===== config.mk =====
export PLATFORM = sky130hd
export DESIGN_NAME = optical_smoke_ratio_alarm_core
export DESIGN_NICKNAME = d
export VERILOG_FILES = /design/src/hw/rtl/osra_pkg.sv /design/src/hw/rtl/optical_smoke_ratio_alarm_core.sv /design/src/hw/rtl/osra_front.sv /design/src/hw/rtl/osra_queue.sv /design/src/hw/rtl/osra_back.sv
export SDC_FILE = /design/constraint.sdc
export NUM_CORES = 1
export LEC_CHECK = 0
export BUFFER_PORTS_ARGS = -buffer_cell sky130_fd_sc_hd__buf_2
export CAP_MARGIN = 40
export CELL_PAD_IN_SITES_DETAIL_PLACEMENT = 0
export CELL_PAD_IN_SITES_GLOBAL_PLACEMENT = 2
export CORE_AREA = 2 2 186 370
export CTS_BUF_LIST = sky130_fd_sc_hd__clkbuf_16
export DETAILED_ROUTE_END_ITERATION = 8
export DIE_AREA = 0 0 188 372
export PLACE_DENSITY_LB_ADDON = 0.1
export RECOVER_POWER = 25
export REMOVE_ABC_BUFFERS = 1
export SETUP_SLACK_MARGIN = 0.5
export SYNTH_ARGS = -nofsm -noshare
export SYNTH_HDL_FRONTEND = slang
export SYNTH_SLANG_ARGS = --single-unit

===== constraint.sdc =====
create_clock -name clk -period 5.5 [get_ports clk]
set_clock_uncertainty 0.1 [all_clocks]
set_input_delay 0.275 -clock clk [delete_from_list [all_inputs] [get_ports clk]]
set_output_delay 0.275 -clock clk [all_outputs]
set_load 0.01 [all_outputs]

===== src/hw/rtl/osra_pkg.sv =====
`timescale 1ns / 1ps

package osra_pkg;

    localparam int SAMPLE_BITS     = 32;
    localparam int RATIO_FRAC_BITS = 16;
    localparam int RATIO_BITS      = 24;
    localparam int CALIB_SAMPLES   = 128;
    localparam int MARGIN_BITS     = 16;
    localparam int NEED_BITS       = 8;
    localparam int RUN_BITS        = 8;
    localparam int CALIB_SUM_BITS  = 31;
    localparam int CALIB_CNT_BITS  = 8;
    localparam int CFG_INDEX_BITS  = 8;
    localparam int CFG_DATA_BITS   = 16;
    localparam int QUEUE_DEPTH     = 2;

    // quotient saturates once blue >= ir << SAT_SHIFT
    localparam int SAT_SHIFT    = RATIO_BITS - RATIO_FRAC_BITS;
    localparam int MARGIN_SHIFT = MARGIN_BITS - RATIO_FRAC_BITS;
    localparam int CALIB_SHIFT  = $clog2(CALIB_SAMPLES);
    localparam int DIV_STEPS    = RATIO_BITS;
    localparam int STEP_BITS    = $clog2(DIV_STEPS);

    localparam logic [RATIO_BITS-1:0] RATIO_MAX = {RATIO_BITS{1'b1}};
    localparam logic [RUN_BITS-1:0]   RUN_MAX   = {RUN_BITS{1'b1}};

    localparam logic [MARGIN_BITS-1:0] WARNING_MARGIN_RST = 16'd2621;
    localparam logic [MARGIN_BITS-1:0] ALARM_MARGIN_RST   = 16'd3932;
    localparam logic [NEED_BITS-1:0]   CONFIRM_NEEDED_RST = 8'd1;
    localparam logic [NEED_BITS-1:0]   EXTREME_NEEDED_RST = 8'd30;

    typedef enum logic [CFG_INDEX_BITS-1:0] {
        CFG_WARNING_MARGIN = 8'd0,
        CFG_ALARM_MARGIN   = 8'd1,
        CFG_CONFIRM_NEEDED = 8'd2,
        CFG_EXTREME_NEEDED = 8'd3
    } cfg_index_t;

    typedef enum logic [1:0] {
        KIND_RECAL = 2'd0,
        KIND_ZERO  = 2'd1,
        KIND_SAT   = 2'd2,
        KIND_DIV   = 2'd3
    } kind_t;

    typedef struct packed {
        kind_t                  kind;
        logic [SAMPLE_BITS-1:0] blue;
        logic [SAMPLE_BITS-1:0] ir;
    } entry_t;

    typedef struct packed {
        logic [MARGIN_BITS-1:0] warning_margin;
        logic [MARGIN_BITS-1:0] alarm_margin;
        logic [NEED_BITS-1:0]   confirm_needed;
        logic [NEED_BITS-1:0]   extreme_needed;
    } cfg_t;

    typedef enum logic [1:0] {
        BK_IDLE = 2'd0,
        BK_DIV  = 2'd1,
        BK_EVAL = 2'd2
    } back_state_t;

endpackage


===== src/hw/rtl/optical_smoke_ratio_alarm_core.sv =====
`timescale 1ns / 1ps

// Dual-wavelength smoke ratio alarm.
// Input channel (in_valid/in_ready): one request carries cmd, blue_sample and
// ir_sample. cmd = 1 restarts baseline calibration and produces no result.
// Output channel (out_valid/out_ready): one result per measurement once a
// baseline exists: ratio blue/ir in Q8.16, baseline, warning/confirmed/extreme.
// Config channel (cfg_valid/cfg_ready, always ready): cfg_index picks the
// register (0 warning margin, 1 alarm margin, 2 confirm count, 3 extreme
// count); other indexes are dropped. Write only while the block is idle.
// Path: the front register, then the two-entry queue; the back end pops the
// request, runs the bit-serial restoring divider for an ordinary ratio, then
// evaluates and loads the output register that drives out_valid. Zero or
// saturated ratios skip the divider; a recalibrate request retires when it is
// popped. The back end finishes one request before it pops the next, while the
// queue and the front register go on taking new requests.
// Reset: margins and counts return to defaults, calibration is pending, and
// the first 128 nonzero ratios build the baseline without producing results.
// Stall: a result waits in the output register; the back end holds in its
// evaluate step until that register frees, the two-entry queue and the front
// register absorb new requests, then in_ready drops.

module optical_smoke_ratio_alarm_core (
    input  logic                                clk,
    input  logic                                rst_n,
    input  logic                                in_valid,
    output logic                                in_ready,
    input  logic                                cmd,
    input  logic [osra_pkg::SAMPLE_BITS-1:0]    blue_sample,
    input  logic [osra_pkg::SAMPLE_BITS-1:0]    ir_sample,
    output logic                                out_valid,
    input  logic                                out_ready,
    output logic [osra_pkg::RATIO_BITS-1:0]     ratio_now,
    output logic [osra_pkg::RATIO_BITS-1:0]     baseline_ratio,
    output logic                                warning_flag,
    output logic                                confirmed_flag,
    output logic                                extreme_flag,
    input  logic                                cfg_valid,
    output logic                                cfg_ready,
    input  logic [osra_pkg::CFG_INDEX_BITS-1:0] cfg_index,
    input  logic [osra_pkg::CFG_DATA_BITS-1:0]  cfg_data
);

    osra_pkg::cfg_t   cfg_reg;
    logic             push;
    osra_pkg::entry_t push_entry;
    logic             q_full;
    logic             q_pop;
    logic             q_not_empty;
    osra_pkg::entry_t q_entry;

    // config writes go straight into the registers, so the port never stalls
    assign cfg_ready = 1'b1;

    always_ff @(posedge clk or negedge rst_n)
    begin
        if (!rst_n)
        begin
            cfg_reg.warning_margin <= osra_pkg::WARNING_MARGIN_RST;
            cfg_reg.alarm_margin   <= osra_pkg::ALARM_MARGIN_RST;
            cfg_reg.confirm_needed <= osra_pkg::CONFIRM_NEEDED_RST;
            cfg_reg.extreme_needed <= osra_pkg::EXTREME_NEEDED_RST;
        end
        else if (cfg_valid && cfg_ready)
        begin
            case (cfg_index)
                osra_pkg::CFG_WARNING_MARGIN:
                    cfg_reg.warning_margin <= cfg_data;
                osra_pkg::CFG_ALARM_MARGIN:
                    cfg_reg.alarm_margin <= cfg_data;
                osra_pkg::CFG_CONFIRM_NEEDED:
                    cfg_reg.confirm_needed <= cfg_data[osra_pkg::NEED_BITS-1:0];
                osra_pkg::CFG_EXTREME_NEEDED:
                    cfg_reg.extreme_needed <= cfg_data[osra_pkg::NEED_BITS-1:0];
                default:
                begin
                    // drop writes to unmapped indexes
                end
            endcase
        end
    end

    // front: capture and classify the request
    osra_front u_front (
        .clk         (clk),
        .rst_n       (rst_n),
        .in_valid    (in_valid),
        .in_ready    (in_ready),
        .cmd         (cmd),
        .blue_sample (blue_sample),
        .ir_sample   (ir_sample),
        .push        (push),
        .push_entry  (push_entry),
        .q_full      (q_full)
    );

    // decouple the front from the divider
    osra_queue u_queue (
        .clk        (clk),
        .rst_n      (rst_n),
        .push       (push),
        .push_entry (push_entry),
        .full       (q_full),
        .pop        (q_pop),
        .not_empty  (q_not_empty),
        .pop_entry  (q_entry)
    );

    // back: divide, calibrate, evaluate alarm runs, hold the result
    osra_back u_back (
        .clk            (clk),
        .rst_n          (rst_n),
        .q_not_empty    (q_not_empty),
        .q_entry        (q_entry),
        .q_pop          (q_pop),
        .cfg            (cfg_reg),
        .out_valid      (out_valid),
        .out_ready      (out_ready),
        .ratio_now      (ratio_now),
        .baseline_ratio (baseline_ratio),
        .warning_flag   (warning_flag),
        .confirmed_flag (confirmed_flag),
        .extreme_flag   (extreme_flag)
    );

endmodule


===== src/hw/rtl/osra_front.sv =====
`timescale 1ns / 1ps

module osra_front (
    input  logic                             clk,
    input  logic                             rst_n,
    input  logic                             in_valid,
    output logic                             in_ready,
    input  logic                             cmd,
    input  logic [osra_pkg::SAMPLE_BITS-1:0] blue_sample,
    input  logic [osra_pkg::SAMPLE_BITS-1:0] ir_sample,
    output logic                             push,
    output osra_pkg::entry_t                 push_entry,
    input  logic                             q_full
);

    logic             slot_valid_reg;
    osra_pkg::entry_t slot_reg;
    osra_pkg::kind_t  kind;
    logic             accept;

    // sort the request so the back end only divides when it has to
    always_comb
    begin
        if (cmd)
            kind = osra_pkg::KIND_RECAL;
        else if (ir_sample == '0)
            kind = (blue_sample != '0) ? osra_pkg::KIND_SAT : osra_pkg::KIND_ZERO;
        else if (blue_sample == '0)
            kind = osra_pkg::KIND_ZERO;
        else if ((blue_sample >> osra_pkg::SAT_SHIFT) >= ir_sample)
            kind = osra_pkg::KIND_SAT;
        else
            kind = osra_pkg::KIND_DIV;
    end

    assign push       = slot_valid_reg && !q_full;
    assign in_ready   = !slot_valid_reg || !q_full;
    assign accept     = in_valid && in_ready;
    assign push_entry = slot_reg;

    always_ff @(posedge clk or negedge rst_n)
    begin
        if (!rst_n)
            slot_valid_reg <= 1'b0;
        else if (accept)
            slot_valid_reg <= 1'b1;
        else if (push)
            slot_valid_reg <= 1'b0;
    end

    always_ff @(posedge clk)
    begin
        if (accept)
        begin
            slot_reg.kind <= kind;
            slot_reg.blue <= blue_sample;
            slot_reg.ir   <= ir_sample;
        end
    end

endmodule


===== src/hw/rtl/osra_queue.sv =====
`timescale 1ns / 1ps

module osra_queue (
    input  logic             clk,
    input  logic             rst_n,
    input  logic             push,
    input  osra_pkg::entry_t push_entry,
    output logic             full,
    input  logic             pop,
    output logic             not_empty,
    output osra_pkg::entry_t pop_entry
);

    localparam int PTR_BITS = $clog2(osra_pkg::QUEUE_DEPTH);
    localparam int CNT_BITS = $clog2(osra_pkg::QUEUE_DEPTH + 1);
    localparam logic [PTR_BITS-1:0] LAST_PTR = PTR_BITS'(osra_pkg::QUEUE_DEPTH - 1);
    localparam logic [CNT_BITS-1:0] FULL_CNT = CNT_BITS'(osra_pkg::QUEUE_DEPTH);

    osra_pkg::entry_t    mem [osra_pkg::QUEUE_DEPTH];
    logic [PTR_BITS-1:0] wr_ptr_reg;
    logic [PTR_BITS-1:0] rd_ptr_reg;
    logic [CNT_BITS-1:0] count_reg;
    logic                do_push;
    logic                do_pop;

    assign full      = (count_reg == FULL_CNT);
    assign not_empty = (count_reg != '0);
    assign do_push   = push && !full;
    assign do_pop    = pop && not_empty;
    assign pop_entry = mem[rd_ptr_reg];

    always_ff @(posedge clk or negedge rst_n)
    begin
        if (!rst_n)
        begin
            wr_ptr_reg <= '0;
            rd_ptr_reg <= '0;
            count_reg  <= '0;
        end
        else
        begin
            if (do_push)
                wr_ptr_reg <= (wr_ptr_reg == LAST_PTR) ? '0 : wr_ptr_reg + 1'b1;
            if (do_pop)
                rd_ptr_reg <= (rd_ptr_reg == LAST_PTR) ? '0 : rd_ptr_reg + 1'b1;
            if (do_push && !do_pop)
                count_reg <= count_reg + 1'b1;
            else if (do_pop && !do_push)
                count_reg <= count_reg - 1'b1;
        end
    end

    always_ff @(posedge clk)
    begin
        if (do_push)
            mem[wr_ptr_reg] <= push_entry;
    end

endmodule


===== src/hw/rtl/osra_back.sv =====
`timescale 1ns / 1ps

module osra_back (
    input  logic                            clk,
    input  logic                            rst_n,
    input  logic                            q_not_empty,
    input  osra_pkg::entry_t                q_entry,
    output logic                            q_pop,
    input  osra_pkg::cfg_t                  cfg,
    output logic                            out_valid,
    input  logic                            out_ready,
    output logic [osra_pkg::RATIO_BITS-1:0] ratio_now,
    output logic [osra_pkg::RATIO_BITS-1:0] baseline_ratio,
    output logic                            warning_flag,
    output logic                            confirmed_flag,
    output logic                            extreme_flag
);

    localparam int RB = osra_pkg::RATIO_BITS;
    localparam int SB = osra_pkg::SAMPLE_BITS;

    osra_pkg::back_state_t state_reg;
    osra_pkg::back_state_t state_next;

    logic [SB-1:0]                        ir_reg;
    logic [SB-1:0]                        rem_reg;
    logic [RB-1:0]                        dq_reg;
    logic [osra_pkg::STEP_BITS-1:0]       step_reg;
    logic [RB-1:0]                        ratio_reg;
    logic                                 calibrating_reg;
    logic [osra_pkg::CALIB_SUM_BITS-1:0]  calib_sum_reg;
    logic [osra_pkg::CALIB_CNT_BITS-1:0]  calib_count_reg;
    logic [RB-1:0]                        baseline_reg;
    logic [osra_pkg::RUN_BITS-1:0]        alarm_run_reg;
    logic [osra_pkg::RUN_BITS-1:0]        extreme_run_reg;
    logic                                 out_valid_reg;
    logic [RB-1:0]                        ratio_out_reg;
    logic [RB-1:0]                        baseline_out_reg;
    logic                                 warning_reg;
    logic                                 confirmed_reg;
    logic                                 extreme_reg;

    logic [SB:0]                          trial;
    logic [SB:0]                          diff;
    logic                                 take;
    logic [osra_pkg::CALIB_SUM_BITS-1:0]  calib_sum_next;
    logic [osra_pkg::CALIB_CNT_BITS-1:0]  calib_count_next;
    logic                                 calib_done;
    logic [RB:0]                          warn_level;
    logic [RB:0]                          alarm_level;
    logic                                 is_alarm;
    logic [osra_pkg::RUN_BITS-1:0]        alarm_run_next;
    logic [osra_pkg::RUN_BITS-1:0]        extreme_run_next;
    logic                                 out_free;
    logic                                 emit;
    logic                                 calib_step;

    // one restoring step: shift in the next dividend bit, subtract if it fits
    assign trial = {rem_reg, dq_reg[RB-1]};
    assign take  = (trial >= {1'b0, ir_reg});
    assign diff  = trial - {1'b0, ir_reg};

    assign calib_sum_next   = calib_sum_reg + osra_pkg::CALIB_SUM_BITS'(ratio_reg);
    assign calib_count_next = calib_count_reg + 1'b1;
    assign calib_done       = (calib_count_next >=
                               osra_pkg::CALIB_CNT_BITS'(osra_pkg::CALIB_SAMPLES));

    assign warn_level  = {1'b0, baseline_reg} +
                         (RB + 1)'(cfg.warning_margin >> osra_pkg::MARGIN_SHIFT);
    assign alarm_level = {1'b0, baseline_reg} +
                         (RB + 1)'(cfg.alarm_margin >> osra_pkg::MARGIN_SHIFT);
    assign is_alarm    = ({1'b0, ratio_reg} >= alarm_level);

    assign alarm_run_next   = !is_alarm ? '0 :
                              (alarm_run_reg == osra_pkg::RUN_MAX) ? osra_pkg::RUN_MAX :
                              alarm_run_reg + 1'b1;
    assign extreme_run_next = !is_alarm ? '0 :
                              (extreme_run_reg == osra_pkg::RUN_MAX) ? osra_pkg::RUN_MAX :
                              extreme_run_reg + 1'b1;

    assign out_free   = !out_valid_reg || out_ready;
    assign emit       = (state_reg == osra_pkg::BK_EVAL) && !calibrating_reg && out_free;
    assign calib_step = (state_reg == osra_pkg::BK_EVAL) && calibrating_reg;

    always_comb
    begin
        state_next = state_reg;
        q_pop      = 1'b0;
        unique case (state_reg)
            osra_pkg::BK_IDLE:
            begin
                if (q_not_empty)
                begin
                    q_pop = 1'b1;
                    if (q_entry.kind == osra_pkg::KIND_DIV)
                        state_next = osra_pkg::BK_DIV;
                    else if (q_entry.kind != osra_pkg::KIND_RECAL)
                        state_next = osra_pkg::BK_EVAL;
                end
            end
            osra_pkg::BK_DIV:
            begin
                if (step_reg == '0)
                    state_next = osra_pkg::BK_EVAL;
            end
            osra_pkg::BK_EVAL:
            begin
                if (calibrating_reg || out_free)
                    state_next = osra_pkg::BK_IDLE;
            end
            default:
            begin
                state_next = osra_pkg::BK_IDLE;
            end
        endcase
    end

    always_ff @(posedge clk or negedge rst_n)
    begin
        if (!rst_n)
            state_reg <= osra_pkg::BK_IDLE;
        else
            state_reg <= state_next;
    end

    // calibration and alarm-run state
    always_ff @(posedge clk or negedge rst_n)
    begin
        if (!rst_n)
        begin
            calibrating_reg <= 1'b1;
            calib_sum_reg   <= '0;
            calib_count_reg <= '0;
            baseline_reg    <= '0;
            alarm_run_reg   <= '0;
            extreme_run_reg <= '0;
            out_valid_reg   <= 1'b0;
        end
        else
        begin
            if (q_pop && q_entry.kind == osra_pkg::KIND_RECAL)
            begin
                calibrating_reg <= 1'b1;
                calib_sum_reg   <= '0;
                calib_count_reg <= '0;
            end
            else if (calib_step && ratio_reg != '0)
            begin
                if (calib_done)
                begin
                    baseline_reg    <= RB'(calib_sum_next >> osra_pkg::CALIB_SHIFT);
                    calibrating_reg <= 1'b0;
                    calib_sum_reg   <= '0;
                    calib_count_reg <= '0;
                end
                else
                begin
                    calib_sum_reg   <= calib_sum_next;
                    calib_count_reg <= calib_count_next;
                end
            end

            if (emit)
            begin
                alarm_run_reg   <= alarm_run_next;
                extreme_run_reg <= extreme_run_next;
                out_valid_reg   <= 1'b1;
            end
            else if (out_ready)
                out_valid_reg <= 1'b0;
        end
    end

    // divider and result payload
    always_ff @(posedge clk)
    begin
        if (q_pop)
        begin
            ir_reg    <= q_entry.ir;
            rem_reg   <= q_entry.blue >> osra_pkg::SAT_SHIFT;
            dq_reg    <= {q_entry.blue[osra_pkg::SAT_SHIFT-1:0],
                          {osra_pkg::RATIO_FRAC_BITS{1'b0}}};
            step_reg  <= osra_pkg::STEP_BITS'(osra_pkg::DIV_STEPS - 1);
            ratio_reg <= (q_entry.kind == osra_pkg::KIND_SAT) ? osra_pkg::RATIO_MAX : '0;
        end
        else if (state_reg == osra_pkg::BK_DIV)
        begin
            rem_reg  <= take ? diff[SB-1:0] : trial[SB-1:0];
            dq_reg   <= {dq_reg[RB-2:0], take};
            step_reg <= step_reg - 1'b1;
            if (step_reg == '0)
                ratio_reg <= {dq_reg[RB-2:0], take};
        end

        if (emit)
        begin
            ratio_out_reg    <= ratio_reg;
            baseline_out_reg <= baseline_reg;
            warning_reg      <= ({1'b0, ratio_reg} >= warn_level);
            confirmed_reg    <= is_alarm && (alarm_run_next >= cfg.confirm_needed);
            extreme_reg      <= is_alarm && (extreme_run_next >= cfg.extreme_needed);
        end
    end

    assign out_valid      = out_valid_reg;
    assign ratio_now      = ratio_out_reg;
    assign baseline_ratio = baseline_out_reg;
    assign warning_flag   = warning_reg;
    assign confirmed_flag = confirmed_reg;
    assign extreme_flag   = extreme_reg;

endmodule

* Yosys cells after proc, flatten, opt, wreduce, memory -nomap -nowiden
Memories as Yosys holds them, arrays and structs flattened.
Index checks and enable logic that the tools add are counted.
** Word-level totals
- Register bits :: 370
- Memory bits (writable) :: 132
- Memories :: 1
- Input port bits :: 94
** Memory list
- u_queue.mem :: depth 2, width 66, read ports 1, clocked after Yosys merged registers in 0, wr ports 1, line osra_queue.sv:19 : osra_pkg::entry_t mem [osra_pkg::QUEUE_DEPTH];
** Cells by class
- Mux-type cells :: 44
- Equal/unequal tests :: 14
- Add/sub/neg operators :: 12
- Bitwise logic cells :: 1
- Magnitude comparators :: 7
- Reduce and logical (&&, ||, !) cells :: 47
** Operators by type and width (count)
- $mux 24 :: 8
- $mux 31 :: 3
- $logic_not 32->1 :: 2
- $mux 8 :: 7
- $add 24x16->25 :: 2
- $ge 24x25->1 :: 2
- $ge 33x32->1 :: 1
- $ge 24x32->1 :: 1
- $mux 32 :: 1
- $reduce_bool 32->1 :: 1
- $sub 32x32->32 :: 1
- $add 31x24->31 :: 1
- $add 8x1->8 const B :: 3
- $reduce_bool 24->1 :: 1
- $mux 2 :: 10
- $reduce_bool 2->1 :: 9
- $eq 8x2->1 const B :: 2
- $eq 8x8->1 const B :: 2
- $ge 8x8->1 :: 2
- $mux 1 :: 14
- $logic_and 1x1->1 :: 13
- $reduce_and 2->1 :: 6
- $eq 2x2->1 const B :: 4
- $eq 8x1->1 const B :: 1
- other kinds (18) :: 28

* Depth between registers and ports, before layout
- Depth in word-level cells :: 8
- Gate-level depth with buffers :: 32
- Mapped depth without buffers :: 31

* Cells and area by module
Synthesis repeated with hierarchy kept, for this count alone.
** Second synthesis, totals
- Cell total of the unflattened synthesis :: 2108
- Area, all modules :: 25527.0 um2
** Modules (own cells, without submodules)
- osra_back :: cells each 1593, times used 1, area each 15730.1 um2, seq. area each 6832.8 um2
- osra_queue :: cells each 224, times used 1, area each 5073.6 um2, seq. area each 4063.9 um2
- osra_front :: cells each 184, times used 1, area each 2767.7 um2, seq. area each 2006.9 um2
- optical_smoke_ratio_alarm_core :: cells each 107, times used 1, area each 1955.6 um2, seq. area each 1226.2 um2

* Worst setup path after synthesis
OpenSTA, ideal clock, no wires.
- Path kind :: register to register
- From :: reg cfg_reg[18] in the netlist's numbering
- To :: reg u_back.confirmed_reg (netlist: u_back.confirmed_flag), data pin
- Slack :: -0.134 ns
- Setup time :: 0.255 ns
- Cell stages (with the launch flop) :: 30
- Clock period less this slack :: 5.634 ns
- Data arrival time :: 5.279 ns
- Cells stage by stage :: dfstp_2 > ha_1 > nor2b_1 > o21ai_2 > a21boi_1 > o41ai_2 > a31oi_1 > a211o_1 > a21o_1 > xnor2_1 > ha_1 > a2111oi_0 > nand2_1 > nand2_1 > a311oi_1 > a2111oi_1 > a2bb2oi_4 > buf_4 > nand2_1 > ha_1 > nand2b_1 > a21o_1 > a21o_1 > a21o_1 > a21oi_1 > nor2b_1 > o21ai_0 > nand2b_1 > a21oi_1 > nor2b_1
** On the way
- Word-level cells in the longest chain between the ends :: 5
** RTL lines
- start: declaration :: line optical_smoke_ratio_alarm_core.sv:44 : osra_pkg::cfg_t cfg_reg;
- $add 24x16->25 * :: line osra_back.sv:70 : assign alarm_level = {1'b0, baseline_reg} +
- $ge 24x25->1 * :: line osra_back.sv:72 : assign is_alarm = ({1'b0, ratio_reg} >= alarm_level);
- $mux 8 :: line osra_back.sv:74 : assign alarm_run_next = !is_alarm ? '0 :
- $ge 8x8->1 :: line osra_back.sv:200 : confirmed_reg <= is_alarm && (alarm_run_next >= cfg.confirm_needed);
- $logic_and 1x1->1 * :: line osra_back.sv:200
- end signal: assignment :: line osra_back.sv:200
- end: declaration :: line osra_back.sv:40 : logic confirmed_reg;
Every way passes the cells marked *; elsewhere a longest branch is shown, timed or not.
A chain may end at the register's enable or synchronous reset.

* Worst setup path in the final report
- From :: reg u_back.baseline_reg[0]
- To :: reg u_back.extreme_reg (netlist: u_back.extreme_flag), data pin
** On the way
- Word-level cells in the longest chain between the ends :: 5
** RTL lines
- start: declaration :: line osra_back.sv:33 : logic [RB-1:0] baseline_reg;
- start signal: assignment :: line osra_back.sv:151 : baseline_reg <= RB'(calib_sum_next >> osra_pkg::CALIB_SHIFT);
- $add 24x16->25 :: line osra_back.sv:70
- $ge 24x25->1 :: line osra_back.sv:72
- $mux 8 :: line osra_back.sv:77 : assign extreme_run_next = !is_alarm ? '0 :
- named net u_back.extreme_run_next, one bit :: line osra_back.sv:53 : logic [osra_pkg::RUN_BITS-1:0] extreme_run_next;
- $ge 8x8->1 :: line osra_back.sv:201 : extreme_reg <= is_alarm && (extreme_run_next >= cfg.extreme_needed);
- $logic_and 1x1->1 :: line osra_back.sv:201
- end signal: assignment :: line osra_back.sv:201
- end: declaration :: line osra_back.sv:41 : logic extreme_reg;
The timed path passes the listed nets, and every way through them passes these cells.

==> summary.md <==
| Metric | Value |
|---|---|
| Outcome | `finished with violations` |
| Failing checks | `setup timing` |
| Non-filler cells, final | `between 3000 and 4000` |
| Longest Clk Path Bufs | `3` |
| Final hold violation count | `0` |
| Antenna violations before repair | `4` |
| Setup Crit Path Kind | `register to register` |
| TritonCTS buffer count | `49` |
| Later-pin clock latency in the skew report | `between 0.6 and 0.7 ns` |
| Setup violations, final | `2` |
| Fmax | `179 MHz` |
| Footprint of the multi-input gates | `10700 um^2` |
| Post-DR vias/cell | `between 5 and 6` |
| DP Cell Count | `around 3200` |
| CTS tree | `done` |
| Share of post-route cells with drive strength above 1 | `around 16%` |
| Initial Util | `37.4%` |
| CP max-delay cell | `dfrtp_1` |
| Largest net degree at the start of global routing | `66` |
| DR iter-0 viols | `772` |
| CP required | `5.77 ns` |
| Root Driver | `clkbuf_16` |
| Post-synth top area cell | `edfxtp_1` |
| Clock Sinks | `502` |
| Remaining DRCs | `0` |
| Final nets | `2710` |
| Leak | `around 12 nW` |
| Core footprint | `between 60000 and 70000 um^2` |
| Synth Instances | `approximately 2100` |
| Detail Placement HPWL | `roughly 45000 um` |
| Crit end category | `register` |
| GPL Wtd Cong | `0.785` |
| Cell Pwr Density | `~530 nW/um^2` |
| CP Launch Type | `register` |
| Synth Warn # | `0` |
| # IOs | `148` |
| DRT Pass-1 Iters | `5` |
| Synth cell types | `84` |
| Minimum clock period | `about 5.6 ns` |
| Final period util | `102%` |
| Drt total wl | `~65000 um` |
| First-pass GRT wire length | `102000 um` |
| Top-area cell type share of the netlist area | `40.1%` |
| Max-Slew Margin vs Limit | `13.9%` |
| Die X | `188 um` |
| Pins Over Slew Limit | `0` |
| Gr ovfl total | `0` |
| Tot GR Track Use | `18.9%` |
| Post-synth EDFFs | `about 340` |
| FF+latch count, synth | `502` |
| Post-Syn Area | `25200 um^2` |
| Critical Path AT | `roughly 5.9 ns` |
| Critical-path maximum fanout | `6` |
| IO buf count | `146` |
| Vias in the first global route | `17301` |
| WL/cell | `19.2 um` |
| Largest register FFs | `132` |
| Unrepaired setup endpoints after global routing | `yes` |
| Area Overhead vs Synth | `19.5%` |
| Critical Path Max Stage Delay | `approximately 0.38 ns` |
| H-Tree Depth | `2` |
| Antenna Cells | `0` |
| Seq. cell area | `14100 um^2` |
| CP top delay family | `compound AO/OA/AOI/OAI gates` |
| Sequential share of the synthesized area | `56.0%` |
| WP buf/inv | `6` |
| CTS clk-pin slew, worst paths | `0.07 ns` |
| Maximum vdd ir drop | `0.278 mV` |
| Routed vias | `16951` |
| Max Cap Viol | `0` |
| Final-layout fill cell count | `6418` |
| Top cells by area, synth | `edfxtp_1 (40%), dfrtp_1 (11%), ha_1 (9.0%)` |
| Top_reg_cell synth | `edfxtp_1` |
| Final setup margin | `-0.0877 ns` |
| Row cnt | `~140` |
| Hold Path Class | `input port to register` |
| Post-DRT Antenna Nets | `0` |
| Ys async rst share | `roughly 27%` |
| Syn Area/Cell | `roughly 12 um^2` |
| Dpl ws | `-0.661 ns` |
| Die Height | `372 um` |
| Worst slew pin tran | `1.29 ns` |
| Die footprint | `69900 um^2` |
| Cell mode on critical path | `a21o_1` |
path summary, 6_finish.rpt:
kind	slack (ns)	startpoint	cells after the start	endpoint
min in group asynchronous	0.93	rst_n	3	u_back.baseline_reg[15]$_DFFE_PN0P_
max in group asynchronous	2.62	rst_n	4	cfg_reg[44]$_DFFE_PN0P_
worst max register to register	-0.09	u_back.baseline_reg[0]$_DFFE_PN0P_	34	u_back.extreme_flag$_DFFE_PP_
worst max-delay path	-0.09	u_back.baseline_reg[0]$_DFFE_PN0P_	34	u_back.extreme_flag$_DFFE_PP_
worst min-delay path	0.22	cfg_index[1]	4	cfg_reg[38]$_DFFE_PN0P_
worst min register to register	0.34	u_front.push_entry[2]$_DFFE_PP_	0	u_queue.mem[1][2]$_DFFE_PP_
layout by cell type, fill, tap and decap left out, drive strengths merged, types with 9 or more instances in the layout:
| cell | instances |
|---|---|
| nor4 | 28 |
| edfxtp | 337 |
| nor2 | 113 |
| buf | 152 |
| o21ai | 116 |
| inv | 116 |
| and3 | 22 |
| nand2 | 191 |
| clkbuf | 136 |
| mux2 | 96 |
| o21a | 23 |
| xnor2 | 73 |
| nand4 | 28 |
| nor3 | 16 |
| a21oi | 147 |
| nand3b | 9 |
| nor2b | 49 |
| dlygate4sd3 | 86 |
| mux2i | 25 |
| a31oi | 14 |
| nand3 | 35 |
| ha | 181 |
| clkinv | 24 |
| dfxtp | 29 |
| dfrtp | 115 |
| a21o | 57 |
| dfstp | 21 |
| nand2b | 23 |
| a211oi | 25 |
| xor2 | 43 |
| a21boi | 12 |
| a22o | 20 |
layer usage:
layer	vias up	track usage, %	share of wire [%]	wire length [um]
li1	8407	-	-	-
met1	8170	27.5	50	32000
met2	310	30.2	45	29300
met3	64	2.31	3.5	2270
met4	0	4.22	1.7	1110
met5	-	0	0	0
through the flow:
stage	cell area [um^2]	hold WS [ns]	utilization [%]	power, mW	setup TNS (ns)
after floorplan	25000	-0.121	-	10.5	-0.215
after global placement	27400	0.323	40.7	12.7	-1.10
after detailed placement	27600	0.0670	40.9	12.7	-1.27
after CTS	30200	0.182	44.8	16.3	-0.488
after global routing	30100	0.210	44.7	17.3	-1.01
final	30100	0.217	44.7	16.1	-0.170
cell usage after synthesis, types with 5 or more instances:
library cell	count
nand3b_1	9
nand4_1	28
xor2_1	43
a21boi_1	8
nand3_1	33
dfstp_2	21
ha_1	181
dfrtp_1	115
nor3_1	16
or3_1	6
o21bai_1	7
nor4_1	28
o211ai_1	8
a211o_1	8
edfxtp_1	337
inv_1	104
and3_1	22
a21o_1	57
nor2b_1	49
dfxtp_1	29
o21ai_1	19
or2_2	7
a211oi_1	22
xnor2_1	73
clkbuf_1	42
o21a_1	23
mux2_1	10
mux2i_1	25
nand2b_1	23
a21oi_1	146
buf_2	5
mux2_2	86
nor2_1	113
nand2_1	191
a22o_1	20
o21ai_0	94
a31oi_1	13
worst min-delay path: stages:
cell,delay [ns]
buf_2,0.11
nor3b_2,0.05
buf_4,0.22
mux2_1,0.23
cell type report:
| cell class | instances | share of cell area [%] |
|---|---|---|
| Clock inverter | 41 | 1.11 |
| Sequential cell | 502 | 46.9 |
| Tap cell | 890 | 3.70 |
| Inverter | 106 | 1.32 |
| Timing Repair Buffer | 326 | 7.46 |
| Clock buffer | 49 | 4.07 |
| Multi-Input combinational cell | 1446 | 35.4 |
power by group:
part / switching, mW / internal [mW]
registers: 0.618 / 5.38
logic: 4.02 / 2.70
clock network: 1.53 / 1.83
total: 6.17 / 9.91
cells by family (layout without fill, tap and decap cells):
group	count (synthesis)	count (layout)	synth area share (%)
DFF	502	502	56.0
adders and majority gates	185	185	9.30
AOI/OAI and AO/OA	480	480	12.3
xor gates and xnor gates	116	116	4.03
and+or+nand+nor	543	543	10.4
buffers and inverters	164	522	2.60
other	1	1	0.0149
muxes	121	121	5.28
timing repair:
action | 4_1_cts | 5_1_grt
resized for setup | 27 | 15
buffers inserted | 7 | 3
pin swaps | 34 | 19
hold endpoints to repair | 192 | 0
hold buffers | 86 | 0
setup endpoints to repair | 5 | 6
Power figures use the tool's default switching activity.
